**config.mk**
```make
export PLATFORM = sky130hd
export DESIGN_NAME = mic_sample_conditioner_top
export DESIGN_NICKNAME = d
export VERILOG_FILES = /design/src/sv/msc_pkg.sv /design/src/sv/msc_cond.sv /design/src/sv/mic_sample_conditioner_top.sv
export SDC_FILE = /design/constraint.sdc
export NUM_CORES = 2
export LEC_CHECK = 0
export BUFFER_PORTS_ARGS = -buffer_cell sky130_fd_sc_hd__buf_2
export CAP_MARGIN = 20
export CELL_PAD_IN_SITES_DETAIL_PLACEMENT = 1
export CELL_PAD_IN_SITES_GLOBAL_PLACEMENT = 1
export CORE_AREA = 2 2 264 266
export DETAILED_ROUTE_END_ITERATION = 6
export DIE_AREA = 0 0 266 268
export PLACE_DENSITY_LB_ADDON = 0.12
export REMOVE_ABC_BUFFERS = 1
export SLEW_MARGIN = 20
export SYNTH_ARGS = -nofsm -noshare
export SYNTH_HDL_FRONTEND = slang
export SYNTH_SLANG_ARGS = --single-unit
```
**constraint.sdc**
```tcl
create_clock -name clk -period 25 [get_ports clk]
set_input_delay 1.25 -clock clk [delete_from_list [all_inputs] [get_ports clk]]
set_output_delay 1.25 -clock clk [all_outputs]
set_load 0.02 [all_outputs]
```
**src/sv/msc_pkg.sv**
```systemverilog
`timescale 1ns / 1ps
`default_nettype none

package msc_pkg;

  // Configuration space: one 32-bit register every 4 bytes.
  localparam int unsigned ADDR_W = 4;

  localparam logic [1:0] REG_GAIN     = 2'd0;
  localparam logic [1:0] REG_PKT_LEN  = 2'd1;
  localparam logic [1:0] REG_SLOT     = 2'd2;

  localparam logic [19:0] GAIN_RST    = 20'd65536;
  localparam logic [7:0]  PKT_LEN_RST = 8'd32;
  localparam logic        SLOT_RST    = 1'b0;

  localparam logic [7:0]  SAMPLE_MAX  = 8'd255;

  // Per-sample results of the conditioning datapath.
  typedef struct packed {
    logic signed [23:0] dc_nxt;
    logic [24:0]        mag;
    logic [7:0]         sample;
    logic               clip_low;
    logic               clip_high;
  } cond_t;

endpackage

`default_nettype wire

```
**src/sv/msc_cond.sv**
```systemverilog
`timescale 1ns / 1ps
`default_nettype none

module msc_cond (
  input  wire logic signed [23:0] s,
  input  wire logic signed [23:0] dc,
  input  wire logic [19:0]        gain,
  output msc_pkg::cond_t          res
);

  logic signed [30:0] dc_x;
  logic signed [30:0] s_x;
  logic signed [30:0] acc;
  logic signed [30:0] acc_adj;
  logic signed [23:0] dc_new;
  logic signed [24:0] c;
  logic signed [20:0] g;
  logic signed [45:0] prod;
  logic signed [29:0] scaled;
  logic signed [30:0] v;
  logic               lo;
  logic               hi;

  // dc*63 + s, then divide by 64 rounding toward zero
  assign dc_x    = 31'(dc);
  assign s_x     = 31'(s);
  assign acc     = (dc_x <<< 6) - dc_x + s_x;
  assign acc_adj = acc + (acc[30] ? 31'sd63 : 31'sd0);
  assign dc_new  = acc_adj[29:6];

  assign c = 25'(s) - 25'(dc_new);

  // Full-width product, floor shift by 16
  assign g      = $signed({1'b0, gain});
  assign prod   = c * g;
  assign scaled = prod[45:16];
  assign v      = 31'(scaled) + 31'sd128;

  assign lo = v[30];
  assign hi = !v[30] && (v[29:8] != 22'd0);

  always_comb begin
    res.dc_nxt    = dc_new;
    res.mag       = c[24] ? 25'(-c) : 25'(c);
    res.clip_low  = lo;
    res.clip_high = hi;
    if (lo) begin
      res.sample = 8'd0;
    end else if (hi) begin
      res.sample = msc_pkg::SAMPLE_MAX;
    end else begin
      res.sample = v[7:0];
    end
  end

endmodule

`default_nettype wire

```
**src/sv/mic_sample_conditioner_top.sv**
```systemverilog
`timescale 1ns / 1ps
`default_nettype none

// Microphone sample conditioner.
// Input channel: one I2S word (in_raw_word, in_slot) per transaction. Words
// whose slot differs from the active_slot register are taken and dropped.
// Output channel: one conditioned 8-bit sample per kept word, with clip
// flags, packet framing (end, sequence, position) and running statistics.
// Path: a kept word reaches the output through the input register, then the
// result register. Throughput: one word per cycle while the receiver does not
// stall; DC update, gain multiply and clamp all run in the single pass between
// the two registers, which also sets the cycle time.
// Stall: when the receiver stalls, the result register holds; the input
// register keeps accepting while it is empty, so in_stall rises only when
// both stages are full.
// Reset (rst_n low, synchronous): empties both stages, clears the DC
// estimate, peak, packet and counter state, and loads gain = 1.0,
// packet_len = 32, active_slot = 0. Registers sit at byte addresses 0, 4, 8.
module mic_sample_conditioner_top (
  input  wire logic                        clk,
  input  wire logic                        rst_n,

  input  wire logic                        in_valid,
  output logic                             in_stall,
  input  wire logic signed [31:0]          in_raw_word,
  input  wire logic                        in_slot,

  output logic                             out_valid,
  input  wire logic                        out_stall,
  output logic [7:0]                       out_sample_out,
  output logic                             out_clip_low,
  output logic                             out_clip_high,
  output logic                             out_packet_end,
  output logic [15:0]                      out_packet_seq,
  output logic [7:0]                       out_packet_pos,
  output logic [23:0]                      out_peak_level,
  output logic [31:0]                      out_sample_count,
  output logic [31:0]                      out_low_clip_count,
  output logic [31:0]                      out_high_clip_count,

  input  wire logic                        cfg_psel,
  input  wire logic                        cfg_penable,
  input  wire logic                        cfg_pwrite,
  input  wire logic [msc_pkg::ADDR_W-1:0]  cfg_paddr,
  input  wire logic [31:0]                 cfg_pwdata,
  output logic [31:0]                      cfg_prdata,
  output logic                             cfg_pready
);

  // Configuration registers
  logic [19:0] gain_r;
  logic [7:0]  pkt_len_r;
  logic        slot_r;

  // Input stage
  logic               s1_vld_r;
  logic signed [23:0] s1_s_r;

  // Filter and statistics state
  logic signed [23:0] dc_r;
  logic [23:0]        peak_r;
  logic [7:0]         pkt_idx_r;
  logic [15:0]        pkt_cnt_r;
  logic [31:0]        smp_tot_r;
  logic [31:0]        lo_tot_r;
  logic [31:0]        hi_tot_r;

  // Result stage
  logic        out_vld_r;
  logic [7:0]  out_sample_r;
  logic        out_lo_r;
  logic        out_hi_r;
  logic        out_end_r;
  logic [15:0] out_seq_r;
  logic [7:0]  out_pos_r;

  logic [23:0] peak_nxt;
  logic [7:0]  pkt_idx_inc;
  logic        pkt_done;
  logic [7:0]  pkt_idx_nxt;
  logic [15:0] pkt_cnt_nxt;
  logic [31:0] lo_tot_nxt;
  logic [31:0] hi_tot_nxt;

  logic        adv;
  logic        in_take;
  logic        cfg_wr;

  msc_pkg::cond_t cond;

  msc_cond u_cond (
    .s    (s1_s_r),
    .dc   (dc_r),
    .gain (gain_r),
    .res  (cond)
  );

  // Move an item into the result register when that register is free or draining.
  assign adv      = s1_vld_r && (!out_vld_r || !out_stall);
  assign in_stall = s1_vld_r && !adv;
  assign in_take  = in_valid && !in_stall;

  // Configuration port: zero-wait APB slave
  assign cfg_pready = 1'b1;
  assign cfg_wr     = cfg_psel && cfg_penable && cfg_pwrite;

  always_comb begin
    unique case (cfg_paddr[3:2])
      msc_pkg::REG_GAIN:    cfg_prdata = {12'd0, gain_r};
      msc_pkg::REG_PKT_LEN: cfg_prdata = {24'd0, pkt_len_r};
      msc_pkg::REG_SLOT:    cfg_prdata = {31'd0, slot_r};
      default:              cfg_prdata = 32'd0;
    endcase
  end

  always_ff @(posedge clk) begin
    if (!rst_n) begin
      gain_r    <= msc_pkg::GAIN_RST;
      pkt_len_r <= msc_pkg::PKT_LEN_RST;
      slot_r    <= msc_pkg::SLOT_RST;
    end else if (cfg_wr) begin
      unique case (cfg_paddr[3:2])
        msc_pkg::REG_GAIN:    gain_r    <= cfg_pwdata[19:0];
        msc_pkg::REG_PKT_LEN: pkt_len_r <= cfg_pwdata[7:0];
        msc_pkg::REG_SLOT:    slot_r    <= cfg_pwdata[0];
        default: ;
      endcase
    end
  end

  // Input register: keep only words of the active slot, drop the low byte.
  always_ff @(posedge clk) begin
    if (!rst_n) begin
      s1_vld_r <= 1'b0;
    end else if (in_take) begin
      s1_vld_r <= (in_slot == slot_r);
    end else if (adv) begin
      s1_vld_r <= 1'b0;
    end
  end

  always_ff @(posedge clk) begin
    if (in_take) begin
      s1_s_r <= in_raw_word[31:8];
    end
  end

  // Peak, packet framing and clip counting
  assign peak_nxt    = (cond.mag > {1'b0, peak_r}) ? cond.mag[23:0] : peak_r;
  assign pkt_idx_inc = pkt_idx_r + 8'd1;
  assign pkt_done    = (pkt_idx_inc >= pkt_len_r);
  assign pkt_idx_nxt = pkt_done ? 8'd0 : pkt_idx_inc;
  assign pkt_cnt_nxt = pkt_done ? pkt_cnt_r + 16'd1 : pkt_cnt_r;
  assign lo_tot_nxt  = lo_tot_r + {31'd0, cond.clip_low};
  assign hi_tot_nxt  = hi_tot_r + {31'd0, cond.clip_high};

  always_ff @(posedge clk) begin
    if (!rst_n) begin
      dc_r      <= 24'sd0;
      peak_r    <= 24'd0;
      pkt_idx_r <= 8'd0;
      pkt_cnt_r <= 16'd0;
      smp_tot_r <= 32'd0;
      lo_tot_r  <= 32'd0;
      hi_tot_r  <= 32'd0;
    end else if (adv) begin
      dc_r      <= cond.dc_nxt;
      peak_r    <= peak_nxt;
      pkt_idx_r <= pkt_idx_nxt;
      pkt_cnt_r <= pkt_cnt_nxt;
      smp_tot_r <= smp_tot_r + 32'd1;
      lo_tot_r  <= lo_tot_nxt;
      hi_tot_r  <= hi_tot_nxt;
    end
  end

  // Result register: hold while stalled.
  always_ff @(posedge clk) begin
    if (!rst_n) begin
      out_vld_r <= 1'b0;
    end else if (adv) begin
      out_vld_r <= 1'b1;
    end else if (!out_stall) begin
      out_vld_r <= 1'b0;
    end
  end

  always_ff @(posedge clk) begin
    if (adv) begin
      out_sample_r <= cond.sample;
      out_lo_r     <= cond.clip_low;
      out_hi_r     <= cond.clip_high;
      out_end_r    <= pkt_done;
      out_seq_r    <= pkt_cnt_r;
      out_pos_r    <= pkt_idx_r;
    end
  end

  // Running totals in the result come straight from the state, which only
  // moves together with the result register.
  assign out_valid           = out_vld_r;
  assign out_sample_out      = out_sample_r;
  assign out_clip_low        = out_lo_r;
  assign out_clip_high       = out_hi_r;
  assign out_packet_end      = out_end_r;
  assign out_packet_seq      = out_seq_r;
  assign out_packet_pos      = out_pos_r;
  assign out_peak_level      = peak_r;
  assign out_sample_count    = smp_tot_r;
  assign out_low_clip_count  = lo_tot_r;
  assign out_high_clip_count = hi_tot_r;

endmodule

`default_nettype wire
```
==> results.ini <==
[clock_tree]
post-cts-setup-buffers=0
cts_sinks=258
insertion_delay_ns=0.58
cts_resized=0
cts_tree=done
clkSlewWorstSetupHoldPaths_ns=0.06
h-tree-depth=2
clock-root-buffer=clkbuf_16
cts_buffer_depth=3
cts_buffers=34
hold_buffers=0

[timing]
finalMaxSlewViolations=0
setup_tns_ns=0
max_freq_ghz=0.0518
fin_crit_ns=19.31
tightest_slew_ns=1.18
relSlewSlack=0.210
skew_ns=0.0377
hold_viol=0
finalCritPeriodShare=0.772
finalSetupViolations=0
rsz0062_at_grt=no
fin_ws_ns=5.69

[global_routing]
grt_max_degree=121
grt_pass1_vias=30500
track_usage=0.291
grt_overflow=0
antenna_found_initial=1
grt_pass1_wl_um=164000

[hold_path]
holdPathStages=0
hold_class=reg2reg
min_to=out_packet_seq[7]
hp-start=pkt_cnt_r[7]

[layout]
multiInputGateArea_mm2=0.0263
syn2layout_area_growth_pct=9.10
drive_gt1_frac=0.0942
seq_area_mm2=0.00576
nFillCells=8055
finalNetCount=4956

[setup_path]
slowest_delay_ns=0.75
crit_type=reg2reg
r2r_setup_slack_ns=5.69
slowest_stage=a211o_1
crit_required_ns=25.50
path_max_fanout=21
reg2reg_to=out_high_clip_count[26]
reg2reg_depth=68
r2r-start=s1_s_r[10]
critPathLaunchType=flop
arrival_ns=19.80
cp-end-kind=flop

[status]
outcome=completed

[placed_design]
pre_cts_slack_ns=5.66
dp_hpwl_um=78800
port-buffer-count=230
gp_congestion=0.853

[routing]
num_vias=27700
drc=0
wl_um=101000
dr.pass1.iters=5
ant_nets=0
avgRoutedWirePerCell_um=20.0
dr.first_iter.drc_count=1330
viasPerCell=5.48

[floorplan]
initial_utilization=0.519
die-area_mm2=0.0713
ios=266
rows=96
die_y_um=268
core-area_mm2=0.0682
die_w_um=266

[power_and_ir_drop]
pwr_density_cell_mw_per_mm2=130
leakagePower_nw=19.1
vdd_drop_max_v=0.000130

[yosys]
synth.distinct_cells=88
synth_top_area_cell=fa_1
syn_area_per_cell_um2=8.86
synth-seq-cells=258
yosys_warnings=0
synthTopCellsByArea=fa_1 (30%), dfxtp_1 (11%), inv_1 (7.6%)
synth_edf_count=59
synth_top_area_frac=0.301
synth_ff_type=dfxtp_1
yosysMostFrequentCell=inv_1
synth_area_mm2=0.0354
netlist_instances=3994
synth-async-reset-ratio=0
yosysSeqAreaShare=0.163
synth_top_cells_by_count=inv_1 (720), fa_1 (533), nand2_1 (431)

[run]
max_cap_viol_count=0

## cell families after synthesis
group	Yosys count	synth area share
other	2	0.000212
DFF	258	0.163
muxes	39	0.0111
and+or+nand+nor	1357	0.200
adders and majority gates	747	0.377
xor gates and xnor gates	229	0.0578
buffers and inverters	909	0.0986
AOI/OAI and AO/OA	453	0.0925
## how the worst max path moves through the flow
stage                from                       to  slack, ns  cells after the start
2_1_floorplan  s1_s_r[10]  out_high_clip_count[24]       8.27                     65
3_3_place_gp   s1_s_r[10]  out_high_clip_count[26]       5.95                     67
3_5_place_dp   s1_s_r[10]  out_high_clip_count[30]       5.66                     68
4_1_cts        s1_s_r[10]  out_high_clip_count[26]       5.53                     68
5_1_grt        s1_s_r[10]  out_high_clip_count[26]       4.34                     69
6_report       s1_s_r[10]  out_high_clip_count[26]       5.69                     68
## sequential cells by signal (all words and copies together) (netlist names), 8 cells and up
signal and flops:
out_sample_out 8, pkt_idx_r 8, gain_r 20, out_packet_seq 16, dc_r 24, out_sample_count 32, pkt_len_r 8, out_low_clip_count 32
out_packet_pos 8, s1_s_r 24, out_peak_level 24, out_high_clip_count 32, pkt_cnt_r 16
## routing by layer
metal	wire [um]	share of wire	track usage	vias up
met2	52000	0.52	0.530	473
li1	-	-	-	12800
met5	0	0	0	-
met4	3210	0.032	0.0900	0
met3	3170	0.031	0.0286	173
met1	42500	0.42	0.364	14200
## area by class of cell
cell class / instances / area share
antenna: 1 / 0.0000648
clock buffer: 46 / 0.0250
clock inverter: 16 / 0.00544
inverter: 721 / 0.0701
multi-input combinational: 2838 / 0.682
sequential: 258 / 0.149
tap: 882 / 0.0286
timing repair buffer: 281 / 0.0398
## stage by stage
step           instances  hold WS (ns)  power, mW  cell area (um2)  utilization
2_1_floorplan       3817         0.429       3.20            34700            -
3_3_place_gp        4980         0.446       4.37            37400        0.549
3_5_place_dp        4980         0.464       4.51            37400        0.549
4_1_cts             5042         0.477       5.06            38600        0.566
5_1_grt             5043         0.486       5.55            38600        0.566
6_report            5043         0.474       5.03            38600        0.566
## report_power, final
part | switching (mW) | total [mW] | leakage, nW | internal, mW
clock network | 0.213 | 0.520 | 0.579 | 0.307
registers | 0.0214 | 0.490 | 2.15 | 0.468
logic | 2.58 | 4.02 | 16.4 | 1.44
## worst max-delay path: cells and delay by family (launching register included)
family / cells / cell delay, ns
mux: 1 / 0.20
buf+inv: 10 / 1.55
flops: 1 / 0.68
compound gates: 21 / 6.43
fa+ha+maj: 14 / 6.03
xor+xnor: 1 / 0.17
simple gates: 21 / 4.10
## layout by cell type (no fill, tap or decap), types with 23 or more instances in the layout
| cell type | n |
|---|---|
| a21oi_1 | 82 |
| or3_1 | 23 |
| and2_1 | 404 |
| fa_1 | 533 |
| edfxtp_1 | 59 |
| dfxtp_1 | 197 |
| mux2i_1 | 36 |
| nor2_1 | 129 |
| inv_1 | 719 |
| clkbuf_16 | 35 |
| nand2b_1 | 23 |
| nand3_1 | 79 |
| o211a_1 | 40 |
| nor2b_1 | 66 |
| a21o_1 | 38 |
| buf_4 | 52 |
| a21boi_0 | 42 |
| buf_2 | 229 |
| nand2_1 | 431 |
| nand4_1 | 37 |
| nor3_1 | 41 |
| ha_1 | 213 |
| xnor2_1 | 167 |
| o21ai_0 | 75 |
| and3_1 | 36 |
| xor2_1 | 44 |
(Power assumes the default switching activity.)
